### src/gnsc_pkg.sv
// Shared constants and types of the Go-Back-N sender control unit.
package gnsc_pkg;

    localparam int unsigned MAX_WINDOW = 32;
    localparam int unsigned WIN_W = 6;

    // input commands
    localparam logic [1:0] CMD_BEGIN = 2'd0;
    localparam logic [1:0] CMD_TICK  = 2'd1;
    localparam logic [1:0] CMD_RX    = 2'd2;

    // packet types
    localparam logic [1:0] PKT_START = 2'd0;
    localparam logic [1:0] PKT_END   = 2'd1;
    localparam logic [1:0] PKT_DATA  = 2'd2;
    localparam logic [1:0] PKT_ACK   = 2'd3;

    // phase codes, reported as status
    localparam logic [2:0] PH_IDLE      = 3'd0;
    localparam logic [2:0] PH_HANDSHAKE = 3'd1;
    localparam logic [2:0] PH_DATA      = 3'd2;
    localparam logic [2:0] PH_CLOSING   = 3'd3;
    localparam logic [2:0] PH_DONE      = 3'd4;
    localparam logic [2:0] PH_FAILED    = 3'd5;

    // configuration register indexes
    localparam logic [2:0] REG_WINDOW   = 3'd0;
    localparam logic [2:0] REG_TOTAL    = 3'd1;
    localparam logic [2:0] REG_STARTSEQ = 3'd2;
    localparam logic [2:0] REG_TIMEOUT  = 3'd3;
    localparam logic [2:0] REG_ATTEMPTS = 3'd4;

    // configuration reset values
    localparam logic [WIN_W-1:0] WINDOW_RST  = 6'd8;
    localparam logic [15:0]      TIMEOUT_RST = 16'd500;
    localparam logic [7:0]       ATTEMPT_RST = 8'd10;

    // what the emit step sends
    typedef enum logic [1:0] {
        EMIT_NONE  = 2'd0,
        EMIT_START = 2'd1,
        EMIT_END   = 2'd2,
        EMIT_DATA  = 2'd3
    } emit_kind_t;

    typedef struct packed {
        logic load;
        logic eval;
        logic adv;
        logic emit;
    } dp_cmd_t;

    typedef struct packed {
        logic need_adv;
        logic out_free;
        logic emit_last;
    } dp_sts_t;

endpackage

### src/gnsc_ctrl.sv
// Sequencer of the sender control unit: evaluate, advance window, emit results.
module gnsc_ctrl (
    input  logic              aclk,
    input  logic              aresetn,
    input  logic              s_valid,
    output logic              s_ready,
    input  gnsc_pkg::dp_sts_t sts,
    output gnsc_pkg::dp_cmd_t cmd
);

    typedef enum logic [3:0] {
        ST_IDLE = 4'b0001,
        ST_EVAL = 4'b0010,
        ST_ADV  = 4'b0100,
        ST_EMIT = 4'b1000
    } state_t;

    state_t state_reg, state_next;

    always_comb begin
        state_next = state_reg;
        cmd        = '0;
        s_ready    = 1'b0;
        case (state_reg)
            ST_IDLE: begin
                s_ready  = 1'b1;
                cmd.load = s_valid;
                if (s_valid) begin
                    state_next = ST_EVAL;
                end
            end
            ST_EVAL: begin
                cmd.eval   = 1'b1;
                state_next = sts.need_adv ? ST_ADV : ST_EMIT;
            end
            ST_ADV: begin
                cmd.adv    = 1'b1;
                state_next = ST_EMIT;
            end
            ST_EMIT: begin
                cmd.emit = 1'b1;
                if (sts.out_free && sts.emit_last) begin
                    state_next = ST_IDLE;
                end
            end
            default: begin
                state_next = ST_IDLE;
            end
        endcase
    end

    always_ff @(posedge aclk) begin
        if (!aresetn) begin
            state_reg <= ST_IDLE;
        end else begin
            state_reg <= state_next;
        end
    end

endmodule

### src/gnsc_datapath.sv
// Datapath of the sender control unit: configuration, window state, timer, result register.
module gnsc_datapath (
    input  logic              aclk,
    input  logic              aresetn,
    input  logic              cfg_valid,
    output logic              cfg_ready,
    input  logic [2:0]        cfg_index,
    input  logic [31:0]       cfg_data,
    input  logic [1:0]        s_command,
    input  logic [1:0]        s_rx_type,
    input  logic [31:0]       s_rx_seq,
    output logic              m_valid,
    input  logic              m_ready,
    output logic              m_tx_valid,
    output logic [1:0]        m_tx_type,
    output logic [31:0]       m_tx_seq,
    output logic [2:0]        m_status,
    output logic              m_last,
    input  gnsc_pkg::dp_cmd_t cmd,
    output gnsc_pkg::dp_sts_t sts
);

    localparam int unsigned WW = gnsc_pkg::WIN_W;

    logic [WW-1:0] window_reg;
    logic [31:0]   total_reg;
    logic [31:0]   startseq_reg;
    logic [15:0]   timeout_reg;
    logic [7:0]    attempts_cfg_reg;

    logic [1:0]    in_cmd_reg;
    logic [1:0]    in_type_reg;
    logic [31:0]   in_seq_reg;

    logic [2:0]    phase_reg, phase_next;
    logic [31:0]   base_reg, base_next;
    logic [31:0]   next_reg, next_next;
    logic          timer_reg, timer_next;
    logic [15:0]   elapsed_reg, elapsed_next;
    logic [7:0]    attempts_reg, attempts_next;
    gnsc_pkg::emit_kind_t kind_reg, kind_next;
    logic          need_adv;

    logic          out_valid_reg, out_valid_next;
    logic          out_txv_reg, out_txv_next;
    logic [1:0]    out_type_reg, out_type_next;
    logic [31:0]   out_seq_reg, out_seq_next;
    logic [2:0]    out_status_reg, out_status_next;
    logic          out_last_reg, out_last_next;

    logic [WW-1:0] win_eff;
    logic [15:0]   timeout_eff;
    logic [7:0]    attempts_lim;
    logic [15:0]   tick_inc;
    logic          expired;
    logic [32:0]   win_edge;
    logic [32:0]   next_inc;
    logic          send_cur;
    logic          send_inc;
    logic          out_free;
    logic          ack_ok;

    assign cfg_ready = 1'b1;

    assign win_eff = (window_reg == '0) ? WW'(1) :
                     (window_reg > WW'(gnsc_pkg::MAX_WINDOW)) ? WW'(gnsc_pkg::MAX_WINDOW) :
                     window_reg;
    assign timeout_eff  = (timeout_reg == '0) ? 16'd1 : timeout_reg;
    assign attempts_lim = (attempts_cfg_reg == '0) ? 8'd1 : attempts_cfg_reg;
    assign tick_inc     = (elapsed_reg == 16'hFFFF) ? elapsed_reg : elapsed_reg + 16'd1;
    assign expired      = (tick_inc >= timeout_eff);

    assign win_edge = {1'b0, base_reg} + {{(33-WW){1'b0}}, win_eff};
    assign next_inc = {1'b0, next_reg} + 33'd1;
    assign send_cur = ({1'b0, next_reg} < win_edge) && (next_reg < total_reg);
    assign send_inc = (next_inc < win_edge) && (next_inc < {1'b0, total_reg});
    assign out_free = !out_valid_reg || m_ready;
    assign ack_ok   = (in_type_reg == gnsc_pkg::PKT_ACK) && (in_seq_reg == startseq_reg);

    assign sts.need_adv  = need_adv;
    assign sts.out_free  = out_free;
    assign sts.emit_last = (kind_reg != gnsc_pkg::EMIT_DATA) || !send_inc;

    always_comb begin
        phase_next      = phase_reg;
        base_next       = base_reg;
        next_next       = next_reg;
        timer_next      = timer_reg;
        elapsed_next    = elapsed_reg;
        attempts_next   = attempts_reg;
        kind_next       = kind_reg;
        need_adv        = 1'b0;
        out_valid_next  = out_valid_reg && !m_ready;
        out_txv_next    = out_txv_reg;
        out_type_next   = out_type_reg;
        out_seq_next    = out_seq_reg;
        out_status_next = out_status_reg;
        out_last_next   = out_last_reg;

        if (cmd.eval) begin
            kind_next = gnsc_pkg::EMIT_NONE;
            case (in_cmd_reg)
                gnsc_pkg::CMD_BEGIN: begin
                    if (phase_reg == gnsc_pkg::PH_IDLE || phase_reg == gnsc_pkg::PH_DONE ||
                        phase_reg == gnsc_pkg::PH_FAILED) begin
                        phase_next    = gnsc_pkg::PH_HANDSHAKE;
                        attempts_next = 8'd1;
                        base_next     = '0;
                        next_next     = '0;
                        timer_next    = 1'b1;
                        elapsed_next  = '0;
                        kind_next     = gnsc_pkg::EMIT_START;
                    end
                end
                gnsc_pkg::CMD_TICK: begin
                    if (timer_reg && (phase_reg == gnsc_pkg::PH_HANDSHAKE ||
                        phase_reg == gnsc_pkg::PH_DATA || phase_reg == gnsc_pkg::PH_CLOSING)) begin
                        elapsed_next = tick_inc;
                    end
                    if (phase_reg == gnsc_pkg::PH_HANDSHAKE) begin
                        if (timer_reg && expired) begin
                            if (attempts_reg >= attempts_lim) begin
                                phase_next   = gnsc_pkg::PH_FAILED;
                                timer_next   = 1'b0;
                                elapsed_next = '0;
                            end else begin
                                attempts_next = attempts_reg + 8'd1;
                                timer_next    = 1'b1;
                                elapsed_next  = '0;
                                kind_next     = gnsc_pkg::EMIT_START;
                            end
                        end
                    end else if (phase_reg == gnsc_pkg::PH_DATA) begin
                        need_adv = 1'b1;
                        if (timer_reg && expired) begin
                            next_next    = base_reg;
                            timer_next   = 1'b0;
                            elapsed_next = '0;
                        end
                    end else if (phase_reg == gnsc_pkg::PH_CLOSING) begin
                        if (timer_reg && expired) begin
                            timer_next   = 1'b1;
                            elapsed_next = '0;
                            kind_next    = gnsc_pkg::EMIT_END;
                        end
                    end
                end
                gnsc_pkg::CMD_RX: begin
                    if (phase_reg == gnsc_pkg::PH_HANDSHAKE) begin
                        if (ack_ok) begin
                            phase_next   = gnsc_pkg::PH_DATA;
                            base_next    = '0;
                            next_next    = '0;
                            timer_next   = 1'b0;
                            elapsed_next = '0;
                            need_adv     = 1'b1;
                        end
                    end else if (phase_reg == gnsc_pkg::PH_DATA) begin
                        need_adv = 1'b1;
                        if (in_type_reg == gnsc_pkg::PKT_ACK && in_seq_reg > base_reg) begin
                            if (in_seq_reg > next_reg) begin
                                // clamp to the highest number sent
                                if (next_reg > base_reg) begin
                                    base_next    = next_reg;
                                    timer_next   = 1'b0;
                                    elapsed_next = '0;
                                end
                            end else begin
                                base_next    = in_seq_reg;
                                timer_next   = (in_seq_reg < next_reg);
                                elapsed_next = '0;
                            end
                        end
                    end else if (phase_reg == gnsc_pkg::PH_CLOSING) begin
                        if (ack_ok) begin
                            phase_next   = gnsc_pkg::PH_DONE;
                            timer_next   = 1'b0;
                            elapsed_next = '0;
                        end
                    end
                end
                default: begin
                    kind_next = gnsc_pkg::EMIT_NONE;
                end
            endcase
        end

        if (cmd.adv) begin
            if (base_reg >= total_reg) begin
                phase_next   = gnsc_pkg::PH_CLOSING;
                kind_next    = gnsc_pkg::EMIT_END;
                timer_next   = 1'b1;
                elapsed_next = '0;
            end else if (send_cur) begin
                kind_next = gnsc_pkg::EMIT_DATA;
                if (next_reg == base_reg) begin
                    timer_next   = 1'b1;
                    elapsed_next = '0;
                end
            end else begin
                kind_next = gnsc_pkg::EMIT_NONE;
            end
        end

        if (cmd.emit && out_free) begin
            out_valid_next  = 1'b1;
            out_status_next = phase_reg;
            out_last_next   = 1'b1;
            case (kind_reg)
                gnsc_pkg::EMIT_START: begin
                    out_txv_next  = 1'b1;
                    out_type_next = gnsc_pkg::PKT_START;
                    out_seq_next  = startseq_reg;
                end
                gnsc_pkg::EMIT_END: begin
                    out_txv_next  = 1'b1;
                    out_type_next = gnsc_pkg::PKT_END;
                    out_seq_next  = startseq_reg;
                end
                gnsc_pkg::EMIT_DATA: begin
                    out_txv_next  = 1'b1;
                    out_type_next = gnsc_pkg::PKT_DATA;
                    out_seq_next  = next_reg;
                    out_last_next = !send_inc;
                    next_next     = next_inc[31:0];
                end
                default: begin
                    out_txv_next  = 1'b0;
                    out_type_next = '0;
                    out_seq_next  = '0;
                end
            endcase
        end
    end

    always_ff @(posedge aclk) begin
        if (!aresetn) begin
            window_reg       <= gnsc_pkg::WINDOW_RST;
            total_reg        <= '0;
            startseq_reg     <= '0;
            timeout_reg      <= gnsc_pkg::TIMEOUT_RST;
            attempts_cfg_reg <= gnsc_pkg::ATTEMPT_RST;
        end else if (cfg_valid) begin
            case (cfg_index)
                gnsc_pkg::REG_WINDOW:   window_reg       <= cfg_data[WW-1:0];
                gnsc_pkg::REG_TOTAL:    total_reg        <= cfg_data;
                gnsc_pkg::REG_STARTSEQ: startseq_reg     <= cfg_data;
                gnsc_pkg::REG_TIMEOUT:  timeout_reg      <= cfg_data[15:0];
                gnsc_pkg::REG_ATTEMPTS: attempts_cfg_reg <= cfg_data[7:0];
                default: begin
                end
            endcase
        end
    end

    always_ff @(posedge aclk) begin
        if (cmd.load) begin
            in_cmd_reg  <= s_command;
            in_type_reg <= s_rx_type;
            in_seq_reg  <= s_rx_seq;
        end
        out_txv_reg    <= out_txv_next;
        out_type_reg   <= out_type_next;
        out_seq_reg    <= out_seq_next;
        out_status_reg <= out_status_next;
        out_last_reg   <= out_last_next;
    end

    always_ff @(posedge aclk) begin
        if (!aresetn) begin
            phase_reg     <= gnsc_pkg::PH_IDLE;
            base_reg      <= '0;
            next_reg      <= '0;
            timer_reg     <= 1'b0;
            elapsed_reg   <= '0;
            attempts_reg  <= '0;
            kind_reg      <= gnsc_pkg::EMIT_NONE;
            out_valid_reg <= 1'b0;
        end else begin
            phase_reg     <= phase_next;
            base_reg      <= base_next;
            next_reg      <= next_next;
            timer_reg     <= timer_next;
            elapsed_reg   <= elapsed_next;
            attempts_reg  <= attempts_next;
            kind_reg      <= kind_next;
            out_valid_reg <= out_valid_next;
        end
    end

    assign m_valid    = out_valid_reg;
    assign m_tx_valid = out_txv_reg;
    assign m_tx_type  = out_type_reg;
    assign m_tx_seq   = out_seq_reg;
    assign m_status   = out_status_reg;
    assign m_last     = out_last_reg;

endmodule

### src/go_back_n_sender_control_unit.sv
// Top level of the Go-Back-N sender control unit.
// Sequence: a transaction is accepted in idle, evaluated, then the window is advanced when
// needed, and its results are then emitted into the output register.
// Throughput: one send request per cycle from the emit sequencer while the output is not stalled;
// no new transaction is accepted until all results of the current one have been emitted.
// Reset: synchronous, active low; phase idle, window and timer cleared, registers to defaults.
module go_back_n_sender_control_unit (
    input  logic        aclk,
    input  logic        aresetn,
    input  logic        cfg_valid,
    output logic        cfg_ready,
    input  logic [2:0]  cfg_index,
    input  logic [31:0] cfg_data,
    input  logic        s_valid,
    output logic        s_ready,
    input  logic [1:0]  s_command,
    input  logic [1:0]  s_rx_type,
    input  logic [31:0] s_rx_seq,
    output logic        m_valid,
    input  logic        m_ready,
    output logic        m_tx_valid,
    output logic [1:0]  m_tx_type,
    output logic [31:0] m_tx_seq,
    output logic [2:0]  m_status,
    output logic        m_last
);

    gnsc_pkg::dp_cmd_t cmd;
    gnsc_pkg::dp_sts_t sts;

    gnsc_ctrl u_ctrl (
        .aclk    (aclk),
        .aresetn (aresetn),
        .s_valid (s_valid),
        .s_ready (s_ready),
        .sts     (sts),
        .cmd     (cmd)
    );

    gnsc_datapath u_dp (
        .aclk       (aclk),
        .aresetn    (aresetn),
        .cfg_valid  (cfg_valid),
        .cfg_ready  (cfg_ready),
        .cfg_index  (cfg_index),
        .cfg_data   (cfg_data),
        .s_command  (s_command),
        .s_rx_type  (s_rx_type),
        .s_rx_seq   (s_rx_seq),
        .m_valid    (m_valid),
        .m_ready    (m_ready),
        .m_tx_valid (m_tx_valid),
        .m_tx_type  (m_tx_type),
        .m_tx_seq   (m_tx_seq),
        .m_status   (m_status),
        .m_last     (m_last),
        .cmd        (cmd),
        .sts        (sts)
    );

    a_busy_after_accept: assert property (@(posedge aclk) disable iff (!aresetn)
        s_valid && s_ready |=> !s_ready)
        else $error("input accepted while a transaction is in progress");

    a_partial_blocks_input: assert property (@(posedge aclk) disable iff (!aresetn)
        m_valid && !m_last |-> !s_ready)
        else $error("input ready before all results of a transaction were produced");

    a_status_only_last: assert property (@(posedge aclk) disable iff (!aresetn)
        m_valid && !m_tx_valid |-> m_last)
        else $error("status-only result not marked last");

    a_data_in_data_phase: assert property (@(posedge aclk) disable iff (!aresetn)
        m_valid && m_tx_valid && m_tx_type == gnsc_pkg::PKT_DATA
            |-> m_status == gnsc_pkg::PH_DATA)
        else $error("DATA request outside data phase");

endmodule
### config.mk
export PLATFORM = sky130hd
export DESIGN_NAME = go_back_n_sender_control_unit
export DESIGN_NICKNAME = d
export VERILOG_FILES = /design/src/gnsc_pkg.sv /design/src/gnsc_ctrl.sv /design/src/gnsc_datapath.sv /design/src/go_back_n_sender_control_unit.sv
export SDC_FILE = /design/constraint.sdc
export NUM_CORES = 1
export LEC_CHECK = 0
export BUFFER_PORTS_ARGS = -buffer_cell sky130_fd_sc_hd__buf_4
export CORE_UTILIZATION = 45
export DETAILED_ROUTE_END_ITERATION = 10
export PLACE_DENSITY_LB_ADDON = 0.15
export SETUP_SLACK_MARGIN = 0.05
export SLEW_MARGIN = 20
export SYNTH_ARGS = -nofsm -noshare
export SYNTH_HDL_FRONTEND = slang
export SYNTH_SLANG_ARGS = --single-unit
export TNS_END_PERCENT = 30
### constraint.sdc
create_clock -name aclk -period 9.6 [get_ports aclk]
set_input_delay 0 -clock aclk [delete_from_list [all_inputs] [get_ports aclk]]
set_output_delay 0 -clock aclk [all_outputs]
set_load 0.01 [all_outputs]
# After elaboration in Yosys (flattened, before gate mapping)
# Cells that the tools add are included.
[classes] mux=112 magnitude_cmp=12 n_reduce_logical=37 n_addsub=4 eq_ne=33
[ops] cell="$mux 32" n=16
[ops] cell="$mux 16" n=20
[ops] cell="$pmux 32 s2" n=2
[ops] cell="$gt 32x32->1" n=3
[ops] cell="$pmux 32 s3" n=1
[ops] cell="$eq 32x32->1" n=2
[ops] cell="$lt 32x32->1" n=2
[ops] cell="$pmux 16 s3" n=1
[ops] cell="$mux 8" n=5
[ops] cell="$mux 3" n=12
[ops] cell="$mux 1" n=34
[ops] cell="$add 32x1->33 const B" n=1
[ops] cell="$add 32x6->33" n=1
[ops] cell="$lt 32x33->1" n=1
[ops] cell="$lt 33x32->1" n=1
[ops] cell="$lt 33x33->1" n=1
[ops] cell="$ge 32x32->1" n=1
[ops] cell="$mux 2" n=9
[ops] cell="$add 16x1->16 const B" n=1
[ops] cell="$eq 16x16->1 const B" n=1
[ops] cell="$ge 16x16->1" n=1
[ops] cell="$logic_not 16->1" n=1
[ops] cell="$pmux 4 s4" n=1
[ops] cell="$pmux 8 s2" n=1
[ops] cell="36 further kinds" n=79
[word_totals] word_cells=220 output_inout_bits=42 regBits=268 in_bits=76

# Longest topological paths before layout
# Gate-level depths: netlist (run 1).
[depth] word_depth=15 mapped_depth=23

# Cells and area by module
# A second synthesis (run 1) with hierarchy kept.
[hier_totals] hier_cells=2305 area_unflattened_um2=19678.9
[modules_own_cells] module="gnsc_datapath" n_inst=1 cells_per_inst=2279 area_each_um2=19434.9 seq_area_each_um2=6035.8
[modules_own_cells] module="gnsc_ctrl" n_inst=1 cells_per_inst=26 area_each_um2=244.0 seq_area_each_um2=80.1

# Least setup slack after synthesis (run 1)
# Ideal clock, no wire load.
[synth_path] path_type="register to register" from="register u_dp.window_reg[1]" to="register u_dp.elapsed_reg[11]" stages_incl_launch_ff=24 setup_time_ps=132 path_slack_ps=5201 required_ps=9468 arrival_ps=4267 cell_sequence="dfxtp_1 -> nor4_1 -> nor2_1 -> nor2_1 -> ha_1 -> fa_1 -> a21o_1 -> a21oi_1 -> o21a_1 -> nor3_1 -> nand2_1 -> nor3_1 -> nand3_1 -> xnor2_1 -> ha_1 -> a21oi_1 -> o21ai_0 -> nor4_1 -> o311ai_0 -> a41oi_1 -> o311ai_4 -> a22oi_4 -> buf_6 -> nor3_1"
[synth_between] elab_chain_cells=9 word_cells_on_any_way=10 cone_classes="add/sub: 1; order compare: 2; mux: 5; reduce/logical: 2"
[synth_rtl] item="start, declared" line_no="gnsc_datapath.sv:25" text="logic [WW-1:0] window_reg;"
[synth_rtl] item="start signal, assigned" line_no="gnsc_datapath.sv:238" text="window_reg <= gnsc_pkg::WINDOW_RST;"
[synth_rtl] item="start signal, assigned" line_no="gnsc_datapath.sv:245" text="gnsc_pkg::REG_WINDOW: window_reg <= cfg_data[WW-1:0];"
[synth_rtl] item="$gt 6x6->1" line_no="gnsc_datapath.sv:66" text="(window_reg > WW'(gnsc_pkg::MAX_WINDOW)) ? WW'(gnsc_pkg::MAX_WINDOW) :"
[synth_rtl] item="$mux 6" line_no="gnsc_datapath.sv:66"
[synth_rtl] item="$mux 6 *" line_no="gnsc_datapath.sv:65" text="assign win_eff = (window_reg == '0) ? WW'(1) :"
[synth_rtl] item="$add 32x6->33 *" line_no="gnsc_datapath.sv:73" text="assign win_edge = {1'b0, base_reg} + {{(33-WW){1'b0}}, win_eff};"
[synth_rtl] item="$lt 32x33->1 *" line_no="gnsc_datapath.sv:75" text="assign send_cur = ({1'b0, next_reg} < win_edge) && (next_reg < total_reg);"
[synth_rtl] item="$logic_and 1x1->1 *" line_no="gnsc_datapath.sv:75"
[synth_rtl] item="$mux 16 *" line_no="gnsc_datapath.sv:194" text="end else if (send_cur) begin"
[synth_rtl] item="$mux 16 *" line_no="gnsc_datapath.sv:189" text="if (base_reg >= total_reg) begin"
[synth_rtl] item="$mux 16 *" line_no="gnsc_datapath.sv:188" text="if (cmd.adv) begin"
[synth_rtl] item="end signal, assigned" line_no="gnsc_datapath.sv:284" text="elapsed_reg <= elapsed_next;"
[synth_rtl] item="end, declared" line_no="gnsc_datapath.sv:39" text="logic [15:0] elapsed_reg, elapsed_next;"
# Every way passes the cells marked *; elsewhere a longest branch is shown, timed or not.
# A chain may end at the register's enable or synchronous reset.

# Worst setup path in the final report (run 1)
[layout_path] from="register u_dp.window_reg[1]" to="register u_dp.elapsed_reg[0]"
# The elaborated chain is that of the path after synthesis.

==> metrics.log, run 1 <==
[metrics] total chip power: 2.83 mW
[metrics] crit path launch type: register
[metrics] number of hold buffers added after cts: 79
[metrics] pin count of the biggest net entering global routing: 86
[metrics] Final min period: 5.43 ns
[metrics] hold violation total from the final report: 0
[metrics] worst-path cell with the longest stage delay: a22oi_4
[metrics] synthesis-stage register bit count: 268
[metrics] via count of the routed design: 17.8k
[metrics] Synth Flop Type: dfxtp_1
[metrics] Die Wd: 208 µm
[metrics] final global-route overflow total: 0
[metrics] vias per std cell: 5.97
[metrics] router iterations before antenna repair: 6
[metrics] switching power total: 0.757 mW
[metrics] final-stage net count: 2,782
[metrics] floorplan die area: 43,400 µm²
[metrics] first-pass GRT wire length: 104 mm
[metrics] share of post-route cells with drive strength above 1: 9.19%
[metrics] sum of negative setup slack: 0 ns
[metrics] initial drt markers: 1,613
[metrics] clock tree from TritonCTS: yes
[metrics] launching instance or port of the critical path: u_dp.window_reg[1]
[metrics] number of clock buffers inserted by TritonCTS: 35
[metrics] maximum operating frequency: 0.184 GHz
[metrics] crit path max fanout: 16
[metrics] synthesized-area fraction occupied by ao, oa, aoi and oai cells: 20.1%
[metrics] post-CTS repair timing setup buffer count: 0
[metrics] Hold/Removal Path Class: input pin to register
[metrics] I/O pin cnt: 118
[metrics] adder-cell share of the synthesized area: 19.3%
[metrics] final setup margin: 4.17 ns
[metrics] EDFF count, synth: 75
[metrics] final-report max-slew violation count: 0
[metrics] via count of the first global-routing pass: 17.1k
[metrics] startpoint-to-endpoint class of the critical path: register to register
[metrics] sequence of cells on the critical path: nor4_1 > nor2_1 > nor2_1 > ha_1 > fa_1 > a21o_1 > a21oi_1 > o21a_1 > nor2_1 > nand3_1 > xnor2_1 > ha_1 > a2111oi_0 > o21ai_0 > nor4_1 > o311ai_0 > a41oi_1 > o311ai_4 > a22oi_4 > a2111oi_0
[metrics] worst r2r src: u_dp.window_reg[1]
[metrics] final HPWL from detailed placement: 52.4 mm
[metrics] number of resized instances in the post-cts repair step: 0
[metrics] met2 WL: 32.6 mm
[metrics] share of the yosys chip area belonging to registers: 31.9%
[metrics] highest routed metal layer: met4
[metrics] most used cell, CP: nor2_1
[metrics] multiplexer area fraction after synthesis: 0.111%
[metrics] unrepaired setup endpoints after global routing: no
[metrics] metal3 WL: 3.95 mm
[metrics] Sinks on Clock Net: 268
[metrics] maxcap violations: 0
[metrics] combined area of all synthesized cells: 19,200 µm²
[metrics] Worst path top cell family by delay: compound AO/OA/AOI/OAI gates
[metrics] Net Count, Synth: 2,624
[metrics] period utilization: 56.6%
[metrics] simple-gate share of the synthesized area: 19.0%
[metrics] status: complete, no violations
[metrics] insertion delay of the later-clocked pin in the worst-skew pair: 0.57 ns
[metrics] critical path's largest stage delay: 0.50 ns
[metrics] Yosys warnings: 0
[metrics] fraction of power spent switching nets: 26.7%
[metrics] final weighted congestion in routability-driven placement: 0.978
[metrics] gate count after technology mapping: 2,253
[metrics] Clock Tree Root: clkbuf_16
[metrics] largest vdd supply drop: 0.0000939 V
[metrics] antenna violations before repair: 0
[metrics] slew at the pin with the worst max-slew slack: 1.11 ns
[metrics] normalized max-slew margin: 25.2%
[metrics] Logic pwr share: 10.2%
[metrics] register area: 6120 µm²
[metrics] area growth from synthesis to layout: 17.1%
[metrics] sum of buffers and inverters on the critical path: 0
[metrics] count of antenna-violating nets left after detailed routing: 0
[metrics] critical path required time: 9.98 ns
[metrics] CTS H-tree lvls: 2
[metrics] number of diodes: 0
[metrics] combined global-route utilization of all metal layers: 31.5%
[metrics] Final Skew: 0.0418 ns
[metrics] internal power consumption: 2.07 mW
[metrics] dominant combinational cell family by area after synthesis: compound AO/OA/AOI/OAI gates
[metrics] wire length the detailed router placed on met1: 28.7 mm
[metrics] detailed-route wire length per cell: 23.0 µm
[metrics] Worst R2R Setup Slack: 4.17 ns
[metrics] async set-or-reset flop fraction in the synthesized netlist: 0%
[metrics] power share of the clock group: 46.9%
[metrics] library cells used by synthesis: 83
[metrics] Core Region: 41,900 µm²
[metrics] Hold Crit Start: cfg_valid
[metrics] maximum root-to-sink buffer count: 3
[metrics] Site Rows: 75
[metrics] fraction of synthesized cell area in xor and xnor cells: 4.75%
[metrics] part of the total power dissipated in sequential elements: 43.0%
[metrics] number of buffers added on ports: 116
[metrics] power density of the placed cells: 126 nW/µm²
[metrics] standby leakage power: 8.80 nW
[metrics] clock transition at the register clock pins on the worst setup and hold paths after CTS: 0.06 ns
[metrics] routed wire length: 68.6 mm
[metrics] Setup WS pre-CTS: 4.24 ns
[metrics] Post-Syn Area per Cell: 8.50 µm²
[metrics] DRC: 0
[metrics] endpoint type of the worst setup path: register
[metrics] effective utilization at floorplan: 45.7%
[metrics] count of fill cells added during filler insertion: 3,917
[metrics] multi-input combinational cell area: 12,200 µm²
[metrics] data arrival time of the critical path: 5.82 ns
[metrics] die span in y: 208 µm
[metrics] # setup viols final: 0
[logic make-up after synthesis]
| group | Yosys count |
|---|---|
| AND/OR/NAND/NOR | 752 |
| flip-flops | 268 |
| adder cells (fa/ha/maj) | 295 |
| other | 1 |
| buffers and inverters | 237 |
| AO/OA/AOI/OAI | 595 |
| XOR/XNOR | 103 |
| multiplexers | 2 |
[cell usage in the layout (no fill, tap or decap), types with 36 or more instances in the layout]
master | synthesis | routed
a21oi_1 | 202 | 202
dlygate4sd3_1 | 0 | 79
nand3_1 | 70 | 70
a22oi_1 | 45 | 44
nor3_1 | 52 | 52
o21ai_0 | 120 | 120
nor2_1 | 106 | 104
xnor2_1 | 97 | 97
nand4_1 | 56 | 56
ha_1 | 294 | 294
dfxtp_1 | 193 | 193
clkbuf_16 | 0 | 36
edfxtp_1 | 75 | 75
buf_4 | 1 | 132
inv_1 | 144 | 143
nand2_1 | 325 | 325
[stage by stage]
stage	hold WS [ns]	utilization [%]	instances	instance area, µm²
global placement	0.179	48.9	2834	20500
CTS	0.0143	53.5	2977	22400
global route	0.0574	53.5	2977	22400
floorplan	0.0989	-	2253	19200
detailed placement	0.180	48.9	2834	20500
finish	0.0356	53.5	2977	22400
[per-layer routing]
layer / vias to the layer above / global-route usage, %
li1: 8562 / -
met1: 8408 / 39.9
met2: 654 / 53.0
met3: 151 / 3.17
met4: 0 / 16.3
met5: - / 0
[cell type report]
class / instances / share of cell area [%]
flip-flops and latches: 268 / 27.3
clock inverters: 18 / 0.792
clock buffers: 46 / 4.32
multi-input cells: 1748 / 54.2
inverters: 147 / 2.46
well taps: 539 / 3.01
repair buffers: 211 / 7.94
[worst reg2reg max path, delay by kind of cell, from the launching register on]
kind	cells	cell delay, ns
flops	1	0.32
compound gates	10	2.49
xor+xnor	1	0.22
fa+ha+maj	3	0.70
simple gates	6	1.50
[cells in the mapped netlist (4+ instances only)]
library cell,count,area [µm²]
inv_1,144,541
and3_1,11,68.8
a31oi_1,16,100
a22oi_1,45,338
nand2b_1,12,75.1
o211ai_1,21,158
o21ai_0,120,601
nand4_1,56,350
buf_2,9,45.0
o21bai_1,6,45.0
a21o_1,33,248
nor2b_1,31,194
xor2_1,5,43.8
or3_1,6,37.5
nor4_1,27,169
a21boi_0,4,30.0
nor2_1,106,398
a221oi_1,12,105
nor4b_1,4,35.0
or4_1,10,75.1
a221o_1,17,170
clkbuf_1,76,285
a22o_1,34,298
and4_1,9,78.8
and2_1,8,50.1
a211oi_1,14,105
o2111ai_1,5,43.8
a32oi_1,6,52.6
a21oi_1,202,1010
ha_1,294,3680
nor3_1,52,260
o31ai_1,5,37.5
xnor2_1,97,850
a2111oi_0,6,52.6
or2_2,4,25.0
o21a_1,16,120
edfxtp_1,75,2250
nand2_1,325,1220
o22ai_1,5,31.3
a41oi_1,4,35.0
dfxtp_1,193,3860
nand3_1,70,350
[power groups by stage]
stage | registers (mW) | clock network, mW | logic [mW]
2_1_floorplan | 1.23 | 0 | 0.155
3_3_place_gp | 1.24 | 0 | 0.252
3_5_place_dp | 1.24 | 0 | 0.257
4_1_cts | 1.22 | 1.35 | 0.284
5_1_grt | 1.22 | 1.39 | 0.315
6_report | 1.22 | 1.33 | 0.288
[path summary, 6_finish.rpt]
| path | to | cells after the start |
|---|---|---|
| worst max register to register | u_dp.elapsed_reg[0] | 20 |
| worst min-delay path | u_dp.attempts_cfg_reg[4] | 4 |
| worst max-delay path | u_dp.elapsed_reg[0] | 20 |
| worst min register to register | u_dp.total_reg[13] | 2 |
No activity file was read; power rests on OpenSTA's default activity.
==> run 2, diff against run 1 <==
clock period = 4.9 ns   (was 9.6 ns; I/O delays follow)
==> metrics.log, run 2 (same netlist as run 1, synthesis figures left out) <==
[metrics] status: complete, no violations (unchanged)
[metrics] CTS H-tree lvls: 2 (unchanged)
[metrics] # setup viols final: 0 (unchanged)
[metrics] Final Hold Slack: 0.161 ns (was 0.0356 ns)
[metrics] final design utilization: 55.7% (was 53.5%)
[metrics] pin count of the biggest net entering global routing: 72 (was 86)
[metrics] most used cell, CP: nor2_1 (unchanged)
[metrics] Site Rows: 75 (unchanged)
[metrics] count of antenna-violating nets left after detailed routing: 0 (unchanged)
[metrics] effective utilization at floorplan: 45.7% (unchanged)
[metrics] Hold Crit Start: s_command[1] (was cfg_valid)
[metrics] Final min period: 4.69 ns (was 5.43 ns)
[metrics] critical path required time: 5.30 ns (was 9.98 ns)
[metrics] router iterations before antenna repair: 6 (unchanged)
[metrics] number of clock buffers inserted by TritonCTS: 35 (unchanged)
[metrics] number of diodes: 0 (unchanged)
[metrics] final global-route overflow total: 0 (unchanged)
[metrics] maxcap violations: 0 (unchanged)
[metrics] startpoint-to-endpoint class of the critical path: register to register (unchanged)
[metrics] maximum operating frequency: 0.213 GHz (was 0.184 GHz)
[metrics] worst r2r src: u_dp.window_reg[1] (unchanged)
[metrics] antenna violations before repair: 0 (unchanged)
[metrics] cell count after placement: 2,931 (was 2,834)
[metrics] power density of the placed cells: 248 nW/µm² (was 126 nW/µm²)
[metrics] Hold/Removal Path Class: input pin to register (unchanged)
[metrics] critical path's largest stage delay: 0.38 ns (was 0.50 ns)
[metrics] post-CTS repair timing setup buffer count: 0 (unchanged)
[metrics] sum of negative setup slack: 0 ns (unchanged)
[metrics] I/O pin cnt: 118 (unchanged)
[metrics] top library cells by usage in the layout, fill and taps aside: nand2_1, ha_1, buf_4 (was nand2_1, ha_1, a21oi_1)
[metrics] unrepaired setup endpoints after global routing: yes (was no)
[metrics] launching instance or port of the critical path: u_dp.window_reg[1] (unchanged)
[metrics] switching power total: 1.48 mW (was 0.757 mW)
[metrics] Final Skew: 0.0149 ns (was 0.0418 ns)
[metrics] normalized max-slew margin: 28.3% (was 25.2%)
[metrics] Sinks on Clock Net: 268 (unchanged)
[metrics] die span in y: 208 µm (unchanged)
[metrics] initial drt markers: 1,554 (was 1,613)
[metrics] sequence of cells on the critical path: nor4_2 > nor2_1 > nor2_1 > ha_2 > fa_1 > a21o_1 > a21oi_1 > o21a_2 > nor2_2 > buf_4 > nand2_1 > xnor2_1 > ha_1 > a2111oi_2 > o21ai_0 > nor4_1 > o311ai_1 > a41oi_2 > o311ai_4 > a22oi_4 > buf_12 > a2111oi_0 (was nor4_1 > nor2_1 > nor2_1 > ha_1 > fa_1 > a21o_1 > a21oi_1 > o21a_1 > nor2_1 > nand3_1 > xnor2_1 > ha_1 > a2111oi_0 > o21ai_0 > nor4_1 > o311ai_0 > a41oi_1 > o311ai_4 > a22oi_4 > a2111oi_0)
[metrics] Setup WS pre-CTS: -0.0727 ns (was 4.24 ns)
[metrics] maximum root-to-sink buffer count: 3 (unchanged)
[metrics] routed wire length: 71.5 mm (was 68.6 mm)
[metrics] final-report max-slew violation count: 0 (unchanged)
[metrics] data arrival time of the critical path: 5.09 ns (was 5.82 ns)
[metrics] final weighted congestion in routability-driven placement: 1.00 (was 0.978)
[metrics] Die Wd: 208 µm (unchanged)
[metrics] largest vdd supply drop: 0.000249 V (was 0.0000939 V)
[metrics] fraction of power spent switching nets: 25.5% (was 26.7%)
[metrics] final HPWL from detailed placement: 55.7 mm (was 52.4 mm)
[metrics] endpoint type of the worst setup path: register (unchanged)
[metrics] combined global-route utilization of all metal layers: 32.9% (was 31.5%)
[metrics] vias per std cell: 5.97 (about the same)
[metrics] most frequent standard cell in the layout excluding fill and tap cells: nand2_1 (unchanged)
[metrics] power share of the clock group: 48.8% (was 46.9%)
[metrics] crit path launch type: register (unchanged)
[metrics] crit path max fanout: 16 (unchanged)
[metrics] sum of buffers and inverters on the critical path: 2 (was 0)
[metrics] count of fill cells added during filler insertion: 3,871 (was 3,917)
[metrics] hold violation total from the final report: 0 (unchanged)
[metrics] via count of the first global-routing pass: 17.7k (was 17.1k)
[metrics] clock tree from TritonCTS: yes (unchanged)
[metrics] number of buffers added on ports: 116 (unchanged)
[metrics] detailed-route wire length per cell: 23.3 µm (was 23.0 µm)
[metrics] slew at the pin with the worst max-slew slack: 1.08 ns (was 1.11 ns)
[metrics] DRC: 0 (unchanged)
[metrics] first-pass GRT wire length: 108 mm (was 104 mm)
[metrics] Clock Tree Root: clkbuf_16 (unchanged)
[metrics] via count of the routed design: 18.3k (was 17.8k)
[metrics] internal power consumption: 4.31 mW (was 2.07 mW)
[metrics] insertion delay of the later-clocked pin in the worst-skew pair: 0.56 ns (was 0.57 ns)
[metrics] period utilization: 95.8% (was 56.6%)
[metrics] Logic pwr share: 9.9% (was 10.2%)
[metrics] Core Region: 41,900 µm² (unchanged)
[metrics] floorplan die area: 43,400 µm² (unchanged)
[metrics] standby leakage power: 9.40 nW (was 8.80 nW)
[metrics] final-stage net count: 2,879 (was 2,782)
[metrics] area growth from synthesis to layout: 21.9% (was 17.1%)
[metrics] clock transition at the register clock pins on the worst setup and hold paths after CTS: 0.06 ns (about the same)
[metrics] Finished Layout Cells: 3,073 (was 2,977)
[metrics] share of post-route cells with drive strength above 1: 13.3% (was 9.19%)
[metrics] part of the total power dissipated in sequential elements: 41.2% (was 43.0%)
[metrics] worst-path cell with the longest stage delay: a2111oi_2 (was a22oi_4)
[metrics] Worst path top cell family by delay: compound AO/OA/AOI/OAI gates (unchanged)
[metrics] final setup margin: 0.207 ns (was 4.17 ns)
-- run 2: changes by cell type in the layout (fill, tap and decap cells not counted), sizes merged --
cell,delta
buf,+97
bufinv,+5
clkbuf,-1
clkinv,-5
-- run 2: worst paths after layout --
kind	to	slack [ns]	cells after the start
setup reg to reg	u_dp.elapsed_reg[0]	0.21	22
hold reg to reg	u_dp.total_reg[3]	0.45	2
setup / recovery	u_dp.elapsed_reg[0]	0.21	22
hold / removal	u_dp.in_cmd_reg[1]	0.16	2
-- run 2: layout make-up --
type                       instances  area [µm²]  area share [%]
clock buffer                      45         955            4.09
clock inverter                    18         289            1.24
multi-input combinational       1748       12200            52.4
timing repair buffer             308        2520            10.8
tap                              539         674            2.89
sequential                       268        6120            26.2
inverter                         147         553            2.37
-- run 2: power groups by stage --
stage	combinational [mW]	sequential (mW)	clock, mW
floorplan	0.303	2.41	0
global placement	0.500	2.43	0
detailed placement	0.511	2.43	0
CTS	0.565	2.38	2.87
global route	0.628	2.39	2.95
finish	0.575	2.38	2.82
-- run 2: metal layers --
metal / track usage (%) / vias to the layer above / share of wire, %
met5: 0 / - / 0
met4: 17.2 / 0 / 5.3
met3: 4.02 / 145 / 6.2
met2: 56.0 / 664 / 48
met1: 40.7 / 8772 / 41
li1: - / 8753 / -
-- run 2: what timing repair did --
item | 4_1_cts | 5_1_grt
pin swaps | 0 | 5
endpoints found under the setup margin | 18 | 32
hold buffers | 79 | 0
endpoints found under the hold margin | 150 | 0
resized for setup | 4 | 16
-- run 2: worst register-to-register path, stage by stage, from the launching register on --
cell and delay, ns:
dfxtp_1 0.33, nor4_2 0.26, nor2_1 0.06, nor2_1 0.11
ha_2 0.20, fa_1 0.19, a21o_1 0.13, a21oi_1 0.09
o21a_2 0.27, nor2_2 0.23, buf_4 0.21, nand2_1 0.07
xnor2_1 0.16, ha_1 0.21, a2111oi_2 0.38, o21ai_0 0.19
nor4_1 0.37, o311ai_1 0.19, a41oi_2 0.30, o311ai_4 0.16
a22oi_4 0.20, buf_12 0.17, a2111oi_0 0.07
-- run 2: metrics by stage --
stage	cell area, µm²	power [mW]
5_1_grt	23400	5.96
4_1_cts	23300	5.82
3_5_place_dp	21200	2.94
2_1_floorplan	19200	2.71
3_3_place_gp	21200	2.93
6_report	23400	5.78
